--- config.mk ---
export PLATFORM = sky130hd
export DESIGN_NAME = ndef_text_command_parser_unit
export DESIGN_NICKNAME = d
export VERILOG_FILES = /design/src/sv/ntcp_pkg.sv /design/src/sv/ntcp_front.sv /design/src/sv/ntcp_queue.sv /design/src/sv/ntcp_back.sv /design/src/sv/ndef_text_command_parser_unit.sv
export SDC_FILE = /design/constraint.sdc
export NUM_CORES = 1
export LEC_CHECK = 0
export ABC_AREA = 1
export BUFFER_PORTS_ARGS = -buffer_cell sky130_fd_sc_hd__clkbuf_2
export CORE_MARGIN = 2
export CORE_UTILIZATION = 45
export DETAILED_ROUTE_END_ITERATION = 7
export PLACE_DENSITY = 0.71
export SYNTH_ARGS = -nofsm -noshare
export SYNTH_HDL_FRONTEND = slang
export SYNTH_SLANG_ARGS = --single-unit
--- constraint.sdc ---
create_clock -name clk -period 7.65 [get_ports clk]
set_input_delay 1.1475 -clock clk [delete_from_list [all_inputs] [get_ports clk]]
set_output_delay 1.1475 -clock clk [all_outputs]
set_load 0.02 [all_outputs]
--- src/sv/ntcp_pkg.sv ---
// ----------------------------------------------------------------------------
// ntcp_pkg
// Shared types, codes and command tables for the NDEF text command parser.
// ----------------------------------------------------------------------------
package ntcp_pkg;

  localparam int BUFFER_BYTES_DEF = 256;
  localparam int CNT_W            = 9;
  localparam int CMD_COUNT        = 3;

  localparam logic [7:0] HDR_SHORT_TEXT = 8'hD1;
  localparam logic [7:0] TYPE_TEXT      = 8'h54;
  localparam logic [5:0] LANG_MASK      = 6'h3F;
  localparam logic [CNT_W-1:0] MIN_FILE = CNT_W'(8);

  typedef enum logic [3:0] {
    ST_OK         = 4'd0,
    ST_TOO_LARGE  = 4'd1,
    ST_TOO_SHORT  = 4'd2,
    ST_BAD_LENGTH = 4'd3,
    ST_BAD_HEADER = 4'd4,
    ST_NOT_TEXT   = 4'd5,
    ST_OVERFLOW   = 4'd6,
    ST_EMPTY      = 4'd7,
    ST_UTF16      = 4'd8,
    ST_BAD_LANG   = 4'd9,
    ST_UNKNOWN    = 4'd10
  } status_t;

  typedef enum logic [1:0] {
    MODE_NORMAL = 2'd0,
    MODE_CONFIG = 2'd1,
    MODE_DIAG   = 2'd2
  } mode_t;

  typedef struct packed {
    logic [CNT_W-1:0] n;
    logic [15:0]      msg_len;
    logic [7:0]       header;
    logic [7:0]       type_len;
    logic [7:0]       type_char;
    logic [7:0]       payload_len;
    logic [7:0]       text_status;
    logic [2:0]       match;
  } summary_t;

  function automatic logic [4:0] cmd_len(input logic [1:0] k);
    logic [4:0] r;
    case (k)
      2'd0:    r = 5'd11;
      2'd1:    r = 5'd11;
      2'd2:    r = 5'd15;
      default: r = 5'd0;
    endcase
    return r;
  endfunction

  function automatic logic [7:0] cmd_char(input logic [1:0] k, input logic [3:0] idx);
    logic [7:0] r;
    r = 8'h00;
    case (idx)
      4'd0:  r = "M";
      4'd1:  r = "O";
      4'd2:  r = "D";
      4'd3:  r = "E";
      4'd4:  r = "=";
      default: begin
        case (k)
          2'd0: begin
            case (idx)
              4'd5:    r = "N";
              4'd6:    r = "O";
              4'd7:    r = "R";
              4'd8:    r = "M";
              4'd9:    r = "A";
              4'd10:   r = "L";
              default: r = 8'h00;
            endcase
          end
          2'd1: begin
            case (idx)
              4'd5:    r = "C";
              4'd6:    r = "O";
              4'd7:    r = "N";
              4'd8:    r = "F";
              4'd9:    r = "I";
              4'd10:   r = "G";
              default: r = 8'h00;
            endcase
          end
          2'd2: begin
            case (idx)
              4'd5:    r = "D";
              4'd6:    r = "I";
              4'd7:    r = "A";
              4'd8:    r = "G";
              4'd9:    r = "N";
              4'd10:   r = "O";
              4'd11:   r = "S";
              4'd12:   r = "T";
              4'd13:   r = "I";
              4'd14:   r = "C";
              default: r = 8'h00;
            endcase
          end
          default: r = 8'h00;
        endcase
      end
    endcase
    return r;
  endfunction

endpackage

--- src/sv/ntcp_front.sv ---
// ----------------------------------------------------------------------------
// ntcp_front
// Byte intake: counts bytes, captures header fields, matches command text.
// ----------------------------------------------------------------------------
module ntcp_front #(
  parameter int BUFFER_BYTES = ntcp_pkg::BUFFER_BYTES_DEF
) (
  input  logic              clk,
  input  logic              rst,
  input  logic              in_valid,
  output logic              in_ready,
  input  logic [7:0]        in_byte,
  input  logic              in_last,
  output logic              push,
  output ntcp_pkg::summary_t push_data,
  input  logic              q_full
);
  import ntcp_pkg::*;

  localparam logic [CNT_W-1:0] BUF_LIM = CNT_W'(BUFFER_BYTES);

  logic [CNT_W-1:0] byte_count, byte_count_next;
  logic [15:0]      message_length, message_length_next;
  logic [7:0]       record_header, record_header_next;
  logic [7:0]       type_len, type_len_next;
  logic [7:0]       type_char, type_char_next;
  logic [7:0]       payload_len, payload_len_next;
  logic [7:0]       text_status, text_status_next;
  logic [2:0]       match_flags, match_flags_next;

  logic             take;
  logic [CNT_W-1:0] txt_start;
  logic [9:0]       txt_end;
  logic [CNT_W-1:0] txt_idx;
  logic             in_text;

  assign in_ready = !q_full;
  assign take     = in_valid && in_ready;

  assign txt_start = CNT_W'(7) + CNT_W'(text_status[5:0] & LANG_MASK);
  assign txt_end   = 10'd6 + {2'b00, payload_len};
  assign txt_idx   = byte_count - txt_start;
  assign in_text   = (byte_count >= CNT_W'(7)) && (byte_count <= BUF_LIM) &&
                     (byte_count >= txt_start) && ({1'b0, byte_count} < txt_end);

  always_comb begin
    message_length_next = message_length;
    record_header_next  = record_header;
    type_len_next       = type_len;
    type_char_next      = type_char;
    payload_len_next    = payload_len;
    text_status_next    = text_status;
    match_flags_next    = match_flags;
    unique case (byte_count)
      CNT_W'(0): message_length_next = {in_byte, 8'h00};
      CNT_W'(1): message_length_next = {message_length[15:8], in_byte};
      CNT_W'(2): record_header_next  = in_byte;
      CNT_W'(3): type_len_next       = in_byte;
      CNT_W'(4): payload_len_next    = in_byte;
      CNT_W'(5): type_char_next      = in_byte;
      CNT_W'(6): text_status_next    = in_byte;
      default: begin
        if (in_text) begin
          for (int k = 0; k < CMD_COUNT; k++) begin
            if ((txt_idx >= CNT_W'(cmd_len(2'(k)))) ||
                (cmd_char(2'(k), txt_idx[3:0]) != in_byte)) begin
              match_flags_next[k] = 1'b0;
            end
          end
        end
      end
    endcase
    byte_count_next = (byte_count <= BUF_LIM) ? byte_count + CNT_W'(1) : byte_count;
  end

  assign push = take && in_last;

  always_comb begin
    push_data.n           = byte_count_next;
    push_data.msg_len     = message_length_next;
    push_data.header      = record_header_next;
    push_data.type_len    = type_len_next;
    push_data.type_char   = type_char_next;
    push_data.payload_len = payload_len_next;
    push_data.text_status = text_status_next;
    push_data.match       = match_flags_next;
  end

  always_ff @(posedge clk) begin
    if (rst || push) begin
      byte_count     <= '0;
      message_length <= '0;
      record_header  <= '0;
      type_len       <= '0;
      type_char      <= '0;
      payload_len    <= '0;
      text_status    <= '0;
      match_flags    <= '1;
    end else if (take) begin
      byte_count     <= byte_count_next;
      message_length <= message_length_next;
      record_header  <= record_header_next;
      type_len       <= type_len_next;
      type_char      <= type_char_next;
      payload_len    <= payload_len_next;
      text_status    <= text_status_next;
      match_flags    <= match_flags_next;
    end
  end

endmodule

--- src/sv/ntcp_queue.sv ---
// ----------------------------------------------------------------------------
// ntcp_queue
// Two-entry queue of finished file summaries between intake and judging.
// ----------------------------------------------------------------------------
module ntcp_queue (
  input  logic               clk,
  input  logic               rst,
  input  logic               push,
  input  ntcp_pkg::summary_t push_data,
  output logic               full,
  input  logic               pop,
  output logic               head_valid,
  output ntcp_pkg::summary_t head_data
);
  import ntcp_pkg::*;

  summary_t   entry [2];
  logic       wptr, rptr;
  logic [1:0] count;
  logic       do_push, do_pop;

  assign full       = (count == 2'd2);
  assign head_valid = (count != 2'd0);
  assign head_data  = entry[rptr];
  assign do_push    = push && !full;
  assign do_pop     = pop && head_valid;

  always_ff @(posedge clk) begin
    if (do_push) begin
      entry[wptr] <= push_data;
    end
  end

  always_ff @(posedge clk) begin
    if (rst) begin
      wptr  <= 1'b0;
      rptr  <= 1'b0;
      count <= 2'd0;
    end else begin
      if (do_push) begin
        wptr <= !wptr;
      end
      if (do_pop) begin
        rptr <= !rptr;
      end
      count <= count + {1'b0, do_push} - {1'b0, do_pop};
    end
  end

endmodule

--- src/sv/ntcp_back.sv ---
// ----------------------------------------------------------------------------
// ntcp_back
// Judging stage: orders the file checks and holds the result for the receiver.
// ----------------------------------------------------------------------------
module ntcp_back #(
  parameter int BUFFER_BYTES = ntcp_pkg::BUFFER_BYTES_DEF
) (
  input  logic               clk,
  input  logic               rst,
  input  logic               head_valid,
  input  ntcp_pkg::summary_t head_data,
  output logic               pop,
  output logic               out_valid,
  input  logic               out_ready,
  output logic [3:0]         out_status,
  output logic [1:0]         out_mode
);
  import ntcp_pkg::*;

  localparam logic [CNT_W-1:0] BUF_LIM = CNT_W'(BUFFER_BYTES);

  status_t    status;
  mode_t      mode;
  logic [5:0] lang;
  logic [7:0] tlen;
  logic [9:0] rec_len;

  assign lang    = head_data.text_status[5:0] & LANG_MASK;
  assign tlen    = head_data.payload_len - 8'd1 - {2'b00, lang};
  assign rec_len = 10'd3 + {2'b00, head_data.type_len} + {2'b00, head_data.payload_len};

  always_comb begin
    status = ST_UNKNOWN;
    mode   = MODE_NORMAL;
    if (head_data.n > BUF_LIM) begin
      status = ST_TOO_LARGE;
    end else if (head_data.n < MIN_FILE) begin
      status = ST_TOO_SHORT;
    end else if ({1'b0, head_data.msg_len} + 17'd2 > {8'h00, head_data.n}) begin
      status = ST_BAD_LENGTH;
    end else if (head_data.header != HDR_SHORT_TEXT) begin
      status = ST_BAD_HEADER;
    end else if (head_data.type_len != 8'd1 || head_data.type_char != TYPE_TEXT) begin
      status = ST_NOT_TEXT;
    end else if ({6'h00, rec_len} > head_data.msg_len) begin
      status = ST_OVERFLOW;
    end else if (head_data.payload_len == 8'd0) begin
      status = ST_EMPTY;
    end else if (head_data.text_status[7]) begin
      status = ST_UTF16;
    end else if ({2'b00, lang} + 8'd1 > head_data.payload_len) begin
      status = ST_BAD_LANG;
    end else if (head_data.match[0] && tlen == {3'b000, cmd_len(2'd0)}) begin
      status = ST_OK;
      mode   = MODE_NORMAL;
    end else if (head_data.match[1] && tlen == {3'b000, cmd_len(2'd1)}) begin
      status = ST_OK;
      mode   = MODE_CONFIG;
    end else if (head_data.match[2] && tlen == {3'b000, cmd_len(2'd2)}) begin
      status = ST_OK;
      mode   = MODE_DIAG;
    end
  end

  assign pop = head_valid && (!out_valid || out_ready);

  always_ff @(posedge clk) begin
    if (rst) begin
      out_valid <= 1'b0;
    end else if (pop) begin
      out_valid <= 1'b1;
    end else if (out_ready) begin
      out_valid <= 1'b0;
    end
  end

  always_ff @(posedge clk) begin
    if (pop) begin
      out_status <= status;
      out_mode   <= mode;
    end
  end

endmodule

--- src/sv/ndef_text_command_parser_unit.sv ---
// ----------------------------------------------------------------------------
// ndef_text_command_parser_unit
// Parses a written NFC Type 4 file into a status and a requested mode.
// ----------------------------------------------------------------------------
// Input stream s_axis: one file byte per request in tdata, tlast on the final
// byte. Output stream m_axis: one request per file, issued for the byte that
// carried tlast, with the parse status and the mode.
// Throughput: one input byte per cycle; s_axis_tready drops only when the
// two-entry summary queue is full.
// Result path: the queue is written at the edge that takes the last byte, and
// the judging register then takes the summary from the queue head onto m_axis.
// When the receiver stalls, the result holds in the output register, further
// files collect in the queue, and intake halts once a third file ends.
// Reset clears the byte count, the captured fields, the queue and the output
// valid; the next byte taken is byte 0 of a new file.
// ----------------------------------------------------------------------------
module ndef_text_command_parser_unit #(
  parameter int BUFFER_BYTES = ntcp_pkg::BUFFER_BYTES_DEF
) (
  input  logic       clk,
  input  logic       rst,
  input  logic       s_axis_tvalid,
  output logic       s_axis_tready,
  input  logic [7:0] s_axis_tdata,   // [7:0] data_byte
  input  logic       s_axis_tlast,
  output logic       m_axis_tvalid,
  input  logic       m_axis_tready,
  output logic [7:0] m_axis_tdata    // [3:0] parse_status, [5:4] command_mode, [7:6] zero
);
  import ntcp_pkg::*;

  logic       push, q_full, pop, head_valid;
  summary_t   push_data, head_data;
  logic [3:0] status;
  logic [1:0] mode;

  ntcp_front #(.BUFFER_BYTES(BUFFER_BYTES)) u_front (
    .clk       (clk),
    .rst       (rst),
    .in_valid  (s_axis_tvalid),
    .in_ready  (s_axis_tready),
    .in_byte   (s_axis_tdata),
    .in_last   (s_axis_tlast),
    .push      (push),
    .push_data (push_data),
    .q_full    (q_full)
  );

  ntcp_queue u_queue (
    .clk        (clk),
    .rst        (rst),
    .push       (push),
    .push_data  (push_data),
    .full       (q_full),
    .pop        (pop),
    .head_valid (head_valid),
    .head_data  (head_data)
  );

  ntcp_back #(.BUFFER_BYTES(BUFFER_BYTES)) u_back (
    .clk        (clk),
    .rst        (rst),
    .head_valid (head_valid),
    .head_data  (head_data),
    .pop        (pop),
    .out_valid  (m_axis_tvalid),
    .out_ready  (m_axis_tready),
    .out_status (status),
    .out_mode   (mode)
  );

  assign m_axis_tdata = {2'b00, mode, status};

endmodule

==> qor.yml, run 1 <==
run_status:
  outcome: "finished, final reports clean"
logic_synthesis:
  ys_ff_latch: 213
  yosys.cell_count.top_type: "nand2_1"
  netlist-cell-type-count: 48
  synthCells: 1474
  synth_edf_count: 140
  synthFlopType: "edfxtp_1"
  syn_area_um2: 12230
  netlist_top_cells_count: "nand2_1, inv_1, edfxtp_1, o21ai_0, nor2_1"
  yosys.area.top_type: "edfxtp_1"
  ys_seq_area_share_pct: 46.34
  synthArstFlopShare_pct: 0
  synth.top_cell.area_share_pct: 34.39
  syn_avg_cell_area_um2: 8.294
  yosysWarningCount: 0
  synth_area_leaders: "edfxtp_1, dfxtp_1, nand2_1"
power:
  powerDensity_nw_per_um2: 404.8
  vdd_drop_max_mv: 0.2380
  power.total_mw: 5.404
  leakagePower_nw: 5.935
critical_path:
  worst_r2r_endpoint: "u_back.out_status[0]$_SDFFCE_PP1P_"
  path_class: "reg2reg"
  cp-start-kind: "flop"
  cp.required_ns: 7.92
  cp_max_fo: 59
  critPathCaptureType: "flop"
  reg2reg_depth: 22
  ff2ff_setup_slack_ns: 2.88
  critPathArrivalTime_ns: 5.04
global_routing:
  track_usage_pct: 21.24
  grt_pass1_wl_um: 48320
  grt-ovfl-total: 0
  grt_pass1_vias: 9500
  grt_max_degree: 68
  antenna_found_initial: 0
sta:
  whs_ns: 0.4548
  setup-violations-final: 0
  worst_pin_slew_ns: 1.280
  post-route-period-util_pct: 62.40
  fin_crit_ns: 4.774
  finalClockSkew_ns: 0.02395
  timing.setup.tns_ns: 0
  rsz0062_at_grt: "false"
  worst_slack_ns: 2.876
  max_freq_mhz: 209.5
  finalHoldViolCount: 0
  maxSlewViolCount: 0
  relSlewSlack_pct: 14.37
final_layout:
  final_layout_size_suffix_gt1_share_pct: 6.910
  instances_no_fill: 1846
  utilization_pct: 49.82
  final_area_um2: 13350
  diodes: 0
  area_growth_pct: 9.211
  nFillCells: 2469
  nNetsFinal: 1576
cts:
  root_buffer: "clkbuf_16"
  postCtsSetupRepairBufs: 0
  cts_tree: "yes"
  ctsHoldBuffers: 0
  cts.repair.resized: 0
  clkTransAtPathRegs_ns: 0.06
  numCtsBuffers: 23
  cts_sinks: 213
  cts.path.max_buffers: 3
  htree_levels: 1
  insertion_delay_ns: 0.52
hold_path:
  hold_path_startpoint: "u_queue.rptr$_SDFFE_PP0P_"
  holdCritPathClass: "reg2reg"
  holdPathStages: 1
place:
  dp_slack_ns: 2.942
  dp_hpwl_um: 21030
  dpl.cell_count: 1804
  placed_cell_area_um2: 12630
  gp_congestion: 0.8841
  io_buffer_count: 20
die:
  fp-row-count: 60
  start_util_pct: 45.62
  fp.dieW_um: 168.8
  die_h_um: 168.8
  ioPinCount: 23
  dieArea_um2: 28500
  core_area_um2: 26800
job:
  maxCapViolations: 0
drt:
  drtIter0Drc: 839
  ant_nets: 0
  routed_wl_um: 29630
  route.detailed.drc: 0
  num_vias: 9919
  dr.pass1.iters: 5
  via_per_inst: 5.373
  wl_per_cell_um: 16.05
-- report_power, final --
| part | leakage (nW) | internal (mW) | switching, mW |
|---|---|---|---|
| clock | 0.350 | 0.601 | 0.451 |
| combinational | 3.68 | 0.955 | 1.87 |
| sequential | 1.91 | 1.45 | 0.0763 |
| total | 5.93 | 3.01 | 2.40 |
-- layout by cell type (no fill, tap or decap), drive strengths merged, types with 3 or more instances in the layout --
cell type / n
nor2: 137
nand4: 22
o21ai: 145
xnor2: 14
nand2: 299
a21oi: 86
o21a: 5
clkinv: 6
dfxtp: 73
mux2i: 14
xor2: 38
buf: 7
nand3: 76
o211ai: 4
nor4: 9
fa: 3
edfxtp: 140
nor3: 16
nand3b: 3
clkbuf: 54
o22ai: 19
inv: 226
ha: 72
or2: 18
-- layer usage --
layer	track usage (%)	vias to the layer above	part of all wire [%]
li1	-	4917	-
met1	28.91	4650	45
met2	35.23	297	46
met3	3.180	55	6.7
met4	6.297	0	2.7
met5	0	-	0
-- critical path: stages (launching register included) --
cell and delay [ns]:
dfxtp_2 0.33, buf_4 0.57, mux2i_1 0.38, ha_1 0.23, xor2_1 0.14, inv_1 0.05
ha_1 0.34, nand2_1 0.07, o21ai_0 0.28, a21oi_1 0.12, o21bai_1 0.23, a21o_1 0.17
a21oi_1 0.07, xor2_1 0.15, ha_1 0.28, nand2_1 0.08, nor3_1 0.05, a2111oi_1 0.43
nand2_1 0.12, nand2_1 0.09, a21oi_1 0.06, o21ai_1 0.15, nand2_1 0.07
-- cell type report --
cell class	count	area, µm²	share of cell area, %
clock inverter	8	60.06	0.4498
sequential	213	5667	42.44
clock buffer	34	656.9	4.920
inverter	225	844.6	6.326
timing repair buffer	27	152.6	1.143
tap	341	426.7	3.196
multi-input combinational	998	5544	41.52
-- state kept, by name (all words and copies together), names as in the netlist, 2 cells and up, named ones only --
| signal | cells |
|---|---|
| u_back.out_mode | 2 |
| u_back.out_status | 4 |
| u_front.byte_count | 9 |
| u_front.match_flags | 3 |
| u_front.message_length | 16 |
| u_front.payload_len | 8 |
| u_front.record_header | 8 |
| u_front.text_status | 7 |
| u_front.type_char | 8 |
| u_front.type_len | 8 |
| u_queue.count | 2 |
| u_queue.entry | 134 |
-- worst max-delay path by stage --
stage | endpoint | slack [ns] | depth (start not counted)
floorplan | u_queue.entry[0][0]$_DFFE_PP_ | 2.76 | 4
global placement | u_back.out_status[0]$_SDFFCE_PP1P_ | 3.02 | 23
detailed placement | u_back.out_status[0]$_SDFFCE_PP1P_ | 2.94 | 23
CTS | u_back.out_status[0]$_SDFFCE_PP1P_ | 2.92 | 23
global route | u_back.out_status[0]$_SDFFCE_PP1P_ | 2.42 | 23
finish | u_back.out_status[0]$_SDFFCE_PP1P_ | 2.88 | 22
-- kinds of logic (layout without fill, tap and decap cells) --
group                    after synthesis  in the layout  synth area share (%)
buffers and inverters                264            294                 8.505
multiplexers                          14             14                 1.146
XOR/XNOR                              52             52                 3.725
AO/OA/AOI/OAI                        268            268                 11.64
other                                  1              2               0.03067
AND/OR/NAND/NOR                      587            587                 20.76
flip-flops                           213            213                 46.34
adder cells (fa/ha/maj)               75             75                 7.860
Power figures use the tool's default switching activity.
==> run 2: changes to the inputs <==
- clock period: 7.65 -> 4.9 ns (I/O delays scaled with it)
==> run 2 against run 1 <==
Clock skew decreased by 0.0050 ns; global-route usage decreased by 0.57 points; sequential share of layout area decreased by 0.21 points; sequential power increased by 56%; clock power increased by 65%; combinational power increased by 56%; via count decreased by 0.12%; sequential cell count unchanged; fmax increased by 7.1%; worst setup slack got worse by 2.4 ns; non-clock buffer count increased by 1; register-to-register slack got worse by 2.4 ns; critical path type unchanged; largest power group unchanged.
==> qor.yml, run 2 (synthesized netlist as in run 1, its figures left out) <==
sta:
  timing.setup.tns_ns: 0
  setup-violations-final: 0
  finalHoldViolCount: 0
  max_freq_mhz: 224.3
  maxSlewViolCount: 0
  relSlewSlack_pct: 35.69
  finalClockSkew_ns: 0.01896
  post-route-period-util_pct: 90.98
  worst_pin_slew_ns: 0.9647
  fin_crit_ns: 4.458
  rsz0062_at_grt: "false"
power:
  p_sw_mw: 3.700
  power_frac_comb_pct: 51.7
  clockPowerShare_pct: 20.3
  powerDensity_nw_per_um2: 636.0
  seqPwrFrac_pct: 28.0
  swShare_pct: 43.36
  leakagePower_nw: 5.969
  vdd_drop_max_mv: 0.3279
  power.total_mw: 8.533
  intPower_mw: 4.833
critical_path:
  path_buf_inv: 2
  crit_chain: "buf_4, nand2_1, nand2_1, ha_1, inv_1, fa_1, o21ai_0, a21oi_1, o21bai_1, a21o_1, a21oi_1, xor2_1, ha_1, nand2_1, nor3_1, a2111oi_1, nand2_1, nand2_1, a21oi_1, o21ai_1, nand2_1"
  critPathArrivalTime_ns: 4.72
  cp.required_ns: 5.16
  path_class: "reg2reg"
  critPathCaptureType: "flop"
  critPathTopFamily: "compound AO/OA/AOI/OAI gates"
  cp_max_fo: 56
  path_common_cell: "nand2_1"
  cp-start-kind: "flop"
  critPathMaxStageDelay_ns: 0.57
  slowest_stage: "buf_4"
die:
  core_area_um2: 26800
  die_h_um: 168.8
  fp-row-count: 60
  dieArea_um2: 28500
  start_util_pct: 45.62
  ioPinCount: 23
  fp.dieW_um: 168.8
final_layout:
  area_growth_pct: 9.743
  utilization_pct: 50.06
  diodes: 0
  top_regs: "u_queue.entry: 134 flops, u_front.message_length: 16 flops, u_front.byte_count: 9 flops"
  nNetsFinal: 1576
  multi_input_area_um2: 5544
  final_layout_size_suffix_gt1_share_pct: 7.048
  area.sequential_um2: 5667
  top_register: "u_queue.entry"
  nFillCells: 2419
  final_area_um2: 13420
  mostFrequentLayoutCell: "nand2_1"
  largest_register_ffs: 134
  layout_common_cells: "nand2_1, inv_1, edfxtp_1, o21ai_0, nor2_1"
cts:
  htree_levels: 1
  cts.path.max_buffers: 3
  insertion_delay_ns: 0.51
  cts_tree: "yes"
  root_buffer: "clkbuf_16"
  numCtsBuffers: 22
  ctsHoldBuffers: 0
  cts_sinks: 213
  postCtsSetupRepairBufs: 0
  clkTransAtPathRegs_ns: 0.06
  cts.repair.resized: 0
run_status:
  outcome: "finished, final reports clean"
drt:
  via_per_inst: 5.370
  num_vias: 9907
  dr.pass1.iters: 5
  ant_nets: 0
  drtIter0Drc: 844
  wl_per_cell_um: 15.74
  routed_wl_um: 29040
  route.detailed.drc: 0
place:
  gp_congestion: 0.8860
  io_buffer_count: 20
  dp_hpwl_um: 20800
  placed_cell_area_um2: 12640
global_routing:
  grt_pass1_wl_um: 46900
  grt_pass1_vias: 9142
  grt-ovfl-total: 0
  antenna_found_initial: 0
  track_usage_pct: 20.67
  grt_max_degree: 109
hold_path:
  holdCritPathClass: "in2reg"
job:
  maxCapViolations: 0
==> run 2: metal layers <==
layer	part of all wire, %	GRT usage [%]
met5	0	0
met4	2.7	6.597
met3	6.2	2.174
met2	45	33.30
met1	47	29.39
==> run 2: stage by stage <==
| step | setup WS [ns] | std cells | hold slack [ns] |
|---|---|---|---|
| 2_1_floorplan | 0.4195 | 1475 | 0.4255 |
| 3_3_place_gp | 0.5272 | 1805 | 0.4385 |
| 3_5_place_dp | 0.4796 | 1805 | 0.4509 |
| 4_1_cts | 0.4717 | 1845 | 0.4053 |
| 5_1_grt | 0.05886 | 1845 | 0.4118 |
| 6_report | 0.4418 | 1845 | 0.4130 |
==> run 2: worst paths after layout <==
path | slack [ns] | startpoint | depth (start not counted) | to
max | 0.44 | flop | 21 | u_back.out_status[0]$_SDFFCE_PP1P_
min | 0.41 | rst | 2 | u_queue.count[0]$_SDFF_PP0_
max reg2reg | 0.44 | flop | 21 | u_back.out_status[0]$_SDFFCE_PP1P_
min reg2reg | 0.46 | u_queue.rptr$_SDFFE_PP0P_ | 1 | u_queue.rptr$_SDFFE_PP0P_
==> run 2: worst register-to-register path, delay by kind of cell, from the launching register on <==
kind / cells / cell delay, ns
buffers and inverters: 2 / 0.63
and+or+nand+nor: 7 / 0.76
adders and majority gates: 3 / 0.86
AOI/OAI and AO/OA: 8 / 1.48
DFF: 1 / 0.37
xor gates and xnor gates: 1 / 0.14
==> run 2: layout make-up <==
class	count	share of cell area, %
inverters	225	6.295
flip-flops and latches	213	42.24
clock inverters	6	0.7181
multi-input cells	998	41.32
well taps	341	3.180
repair buffers	28	1.194
clock buffers	34	5.055
==> run 2: power groups by stage <==
| stage | Sequential [mW] | Clock, mW | Combinational [mW] |
|---|---|---|---|
| 3_5_place_dp | 2.43 | 0 | 4.35 |
| 6_report | 2.39 | 1.73 | 4.41 |
| 3_3_place_gp | 2.42 | 0 | 4.25 |
| 5_1_grt | 2.41 | 1.82 | 5.05 |
| 4_1_cts | 2.39 | 1.76 | 4.38 |
| 2_1_floorplan | 2.42 | 0 | 3.38 |
==> run 3: changes to the inputs <==
- CORE_UTILIZATION: 45 -> 60
- PLACE_DENSITY: 0.71 -> 0.77
==> run 3 against run 2 <==
Sequential cell count stayed put; wire length is 0.94% lower; count of clock-buffer cells in the layout down 8; total power decreased by 2.0%; core utilization increased by 16 points; worst setup slack improved by 0.062 ns; critical path depth is 3 higher; clock skew rose by 0.0046 ns; first-iteration DRC count is 3.1% higher; sequential share of layout area up 0.62 points; worst hold slack got worse by 0.0038 ns; register-to-register slack improved by 0.06 ns; critical path type unchanged.
==> qor.yml, run 3 (synthesized netlist as in run 1, its figures left out) <==
global_routing:
  track_usage_pct: 27.10
  antenna_found_initial: 0
  grt_pass1_wl_um: 47040
  grt_pass1_vias: 9311
  grt_max_degree: 109
  grt-ovfl-total: 0
sta:
  setup-violations-final: 0
  rsz0062_at_grt: "false"
  fin_crit_ns: 4.396
  timing.setup.tns_ns: 0
  max_freq_mhz: 227.5
  worst_pin_slew_ns: 1.116
  maxSlewViolCount: 0
  finalHoldViolCount: 0
  whs_ns: 0.4092
  finalClockSkew_ns: 0.02353
  post-route-period-util_pct: 89.72
  relSlewSlack_pct: 25.35
final_layout:
  nFillCells: 1606
  multi_input_area_um2: 5549
  final_layout_size_suffix_gt1_share_pct: 6.858
  mostFrequentLayoutCell: "nand2_1"
  top_regs: "u_queue.entry: 134 flops, u_front.message_length: 16 flops, u_front.byte_count: 9 flops"
  largest_register_ffs: 134
  instances_no_fill: 1772
  diodes: 0
  area.sequential_um2: 5667
  nNetsFinal: 1575
  layout_common_cells: "nand2_1, inv_1, edfxtp_1, o21ai_0, nor2_1"
  top_register: "u_queue.entry"
  area_growth_pct: 8.146
die:
  dieArea_um2: 21530
  core_area_um2: 20100
  ioPinCount: 23
  die_h_um: 146.7
  fp.dieW_um: 146.7
  fp-row-count: 52
  start_util_pct: 60.81
critical_path:
  path_class: "reg2reg"
  reg2reg_depth: 24
  cp_max_fo: 20
  path_common_cell: "nand2_1"
  path_depth: 24
  path_buf_inv: 3
  cp.required_ns: 5.15
  slowest_stage: "a2111oi_2"
  crit_chain: "inv_2, or2_2, o21ai_1, ha_1, xor2_1, inv_1, ha_1, nand2_1, nor2_1, a211oi_1, o21ai_0, nand3_1, nand2_1, xnor2_1, inv_1, ha_1, nand2_1, nor2_1, a2111oi_2, nand2_1, nand2_1, a21oi_1, o21ai_1, nand2_1"
  cp-start-kind: "flop"
  ff2ff_setup_slack_ns: 0.50
  critPathMaxStageDelay_ns: 0.42
  critPathTopFamily: "compound AO/OA/AOI/OAI gates"
  critPathCaptureType: "flop"
  critPathArrivalTime_ns: 4.65
cts:
  postCtsSetupRepairBufs: 0
  cts_tree: "yes"
  clkTransAtPathRegs_ns: 0.07
  cts.repair.resized: 0
  numCtsBuffers: 22
  root_buffer: "clkbuf_16"
  cts.path.max_buffers: 3
  cts_sinks: 213
  insertion_delay_ns: 0.51
  ctsHoldBuffers: 0
  htree_levels: 1
place:
  gp_congestion: 0.9291
  io_buffer_count: 20
  dpl.cell_count: 1733
  dp_hpwl_um: 20840
job:
  maxCapViolations: 0
hold_path:
  holdCritPathClass: "in2reg"
  holdPathStages: 2
power:
  vdd_drop_max_mv: 0.5510
  powerDensity_nw_per_um2: 632.3
  leakagePower_nw: 5.905
run_status:
  outcome: "finished, final reports clean"
drt:
  wl_per_cell_um: 16.23
  route.detailed.drc: 0
  drtIter0Drc: 870
  num_vias: 9813
  via_per_inst: 5.538
  routed_wl_um: 28770
  dr.pass1.iters: 6
  ant_nets: 0
[run 3: cell types whose count changed in the layout (fill, tap and decap cells not counted), moves of 2 or more]
cell	before	now
clkbuf_1	6	4
clkbuf_16	24	22
clkbuf_8	4	0
clkinv_1	2	6
clkinv_2	1	3
clkinvlp_4	0	2
[run 3: power by group]
group	switching, mW	total, mW	internal, mW
sequential	0.124	2.39	2.27
clock	0.668	1.55	0.882
combinational	2.91	4.42	1.50
total	3.70	8.36	4.66
[run 3: layout make-up]
cell class / instances / area share [%]
clock buffer: 26 / 4.277
clock inverter: 13 / 0.7949
inverter: 225 / 6.388
multi-input combinational: 998 / 41.97
sequential: 213 / 42.86
tap: 270 / 2.555
timing repair buffer: 27 / 1.155
[run 3: per-stage QoR]
step | cell area [µm²] | util [%] | worst slack [ns] | total power, mW
finish | 13220 | 65.76 | 0.5038 | 8.360
global route | 13220 | 65.76 | 0.1112 | 9.085
CTS | 13220 | 65.74 | 0.4035 | 8.320
detailed placement | 12550 | 62.40 | 0.4158 | 6.762
global placement | 12550 | 62.40 | 0.5869 | 6.611
floorplan | 12230 | - | 0.4195 | 5.802
[run 3: worst reg2reg max path: cells and delay by family, from the launching register on]
family	cells	cell delay [ns]
xor+xnor	2	0.27
buf+inv	3	0.27
compound gates	6	1.27
flops	1	0.38
simple gates	10	1.08
fa+ha+maj	3	0.88
[run 3: metal layers]
layer | routed length [µm] | GRT usage (%)
met2 | 13430 | 45.07
met5 | 0 | 0
met1 | 12640 | 37.68
met4 | 788 | 8.204
met3 | 1912 | 3.075
[run 3: worst paths after layout]
check / start / endpoint
hold reg to reg: u_queue.rptr$_SDFFE_PP0P_ / u_queue.rptr$_SDFFE_PP0P_
hold / removal: rst / u_queue.count[0]$_SDFF_PP0_
setup reg to reg: flop / u_back.out_status[0]$_SDFFCE_PP1P_
setup / recovery: flop / u_back.out_status[0]$_SDFFCE_PP1P_
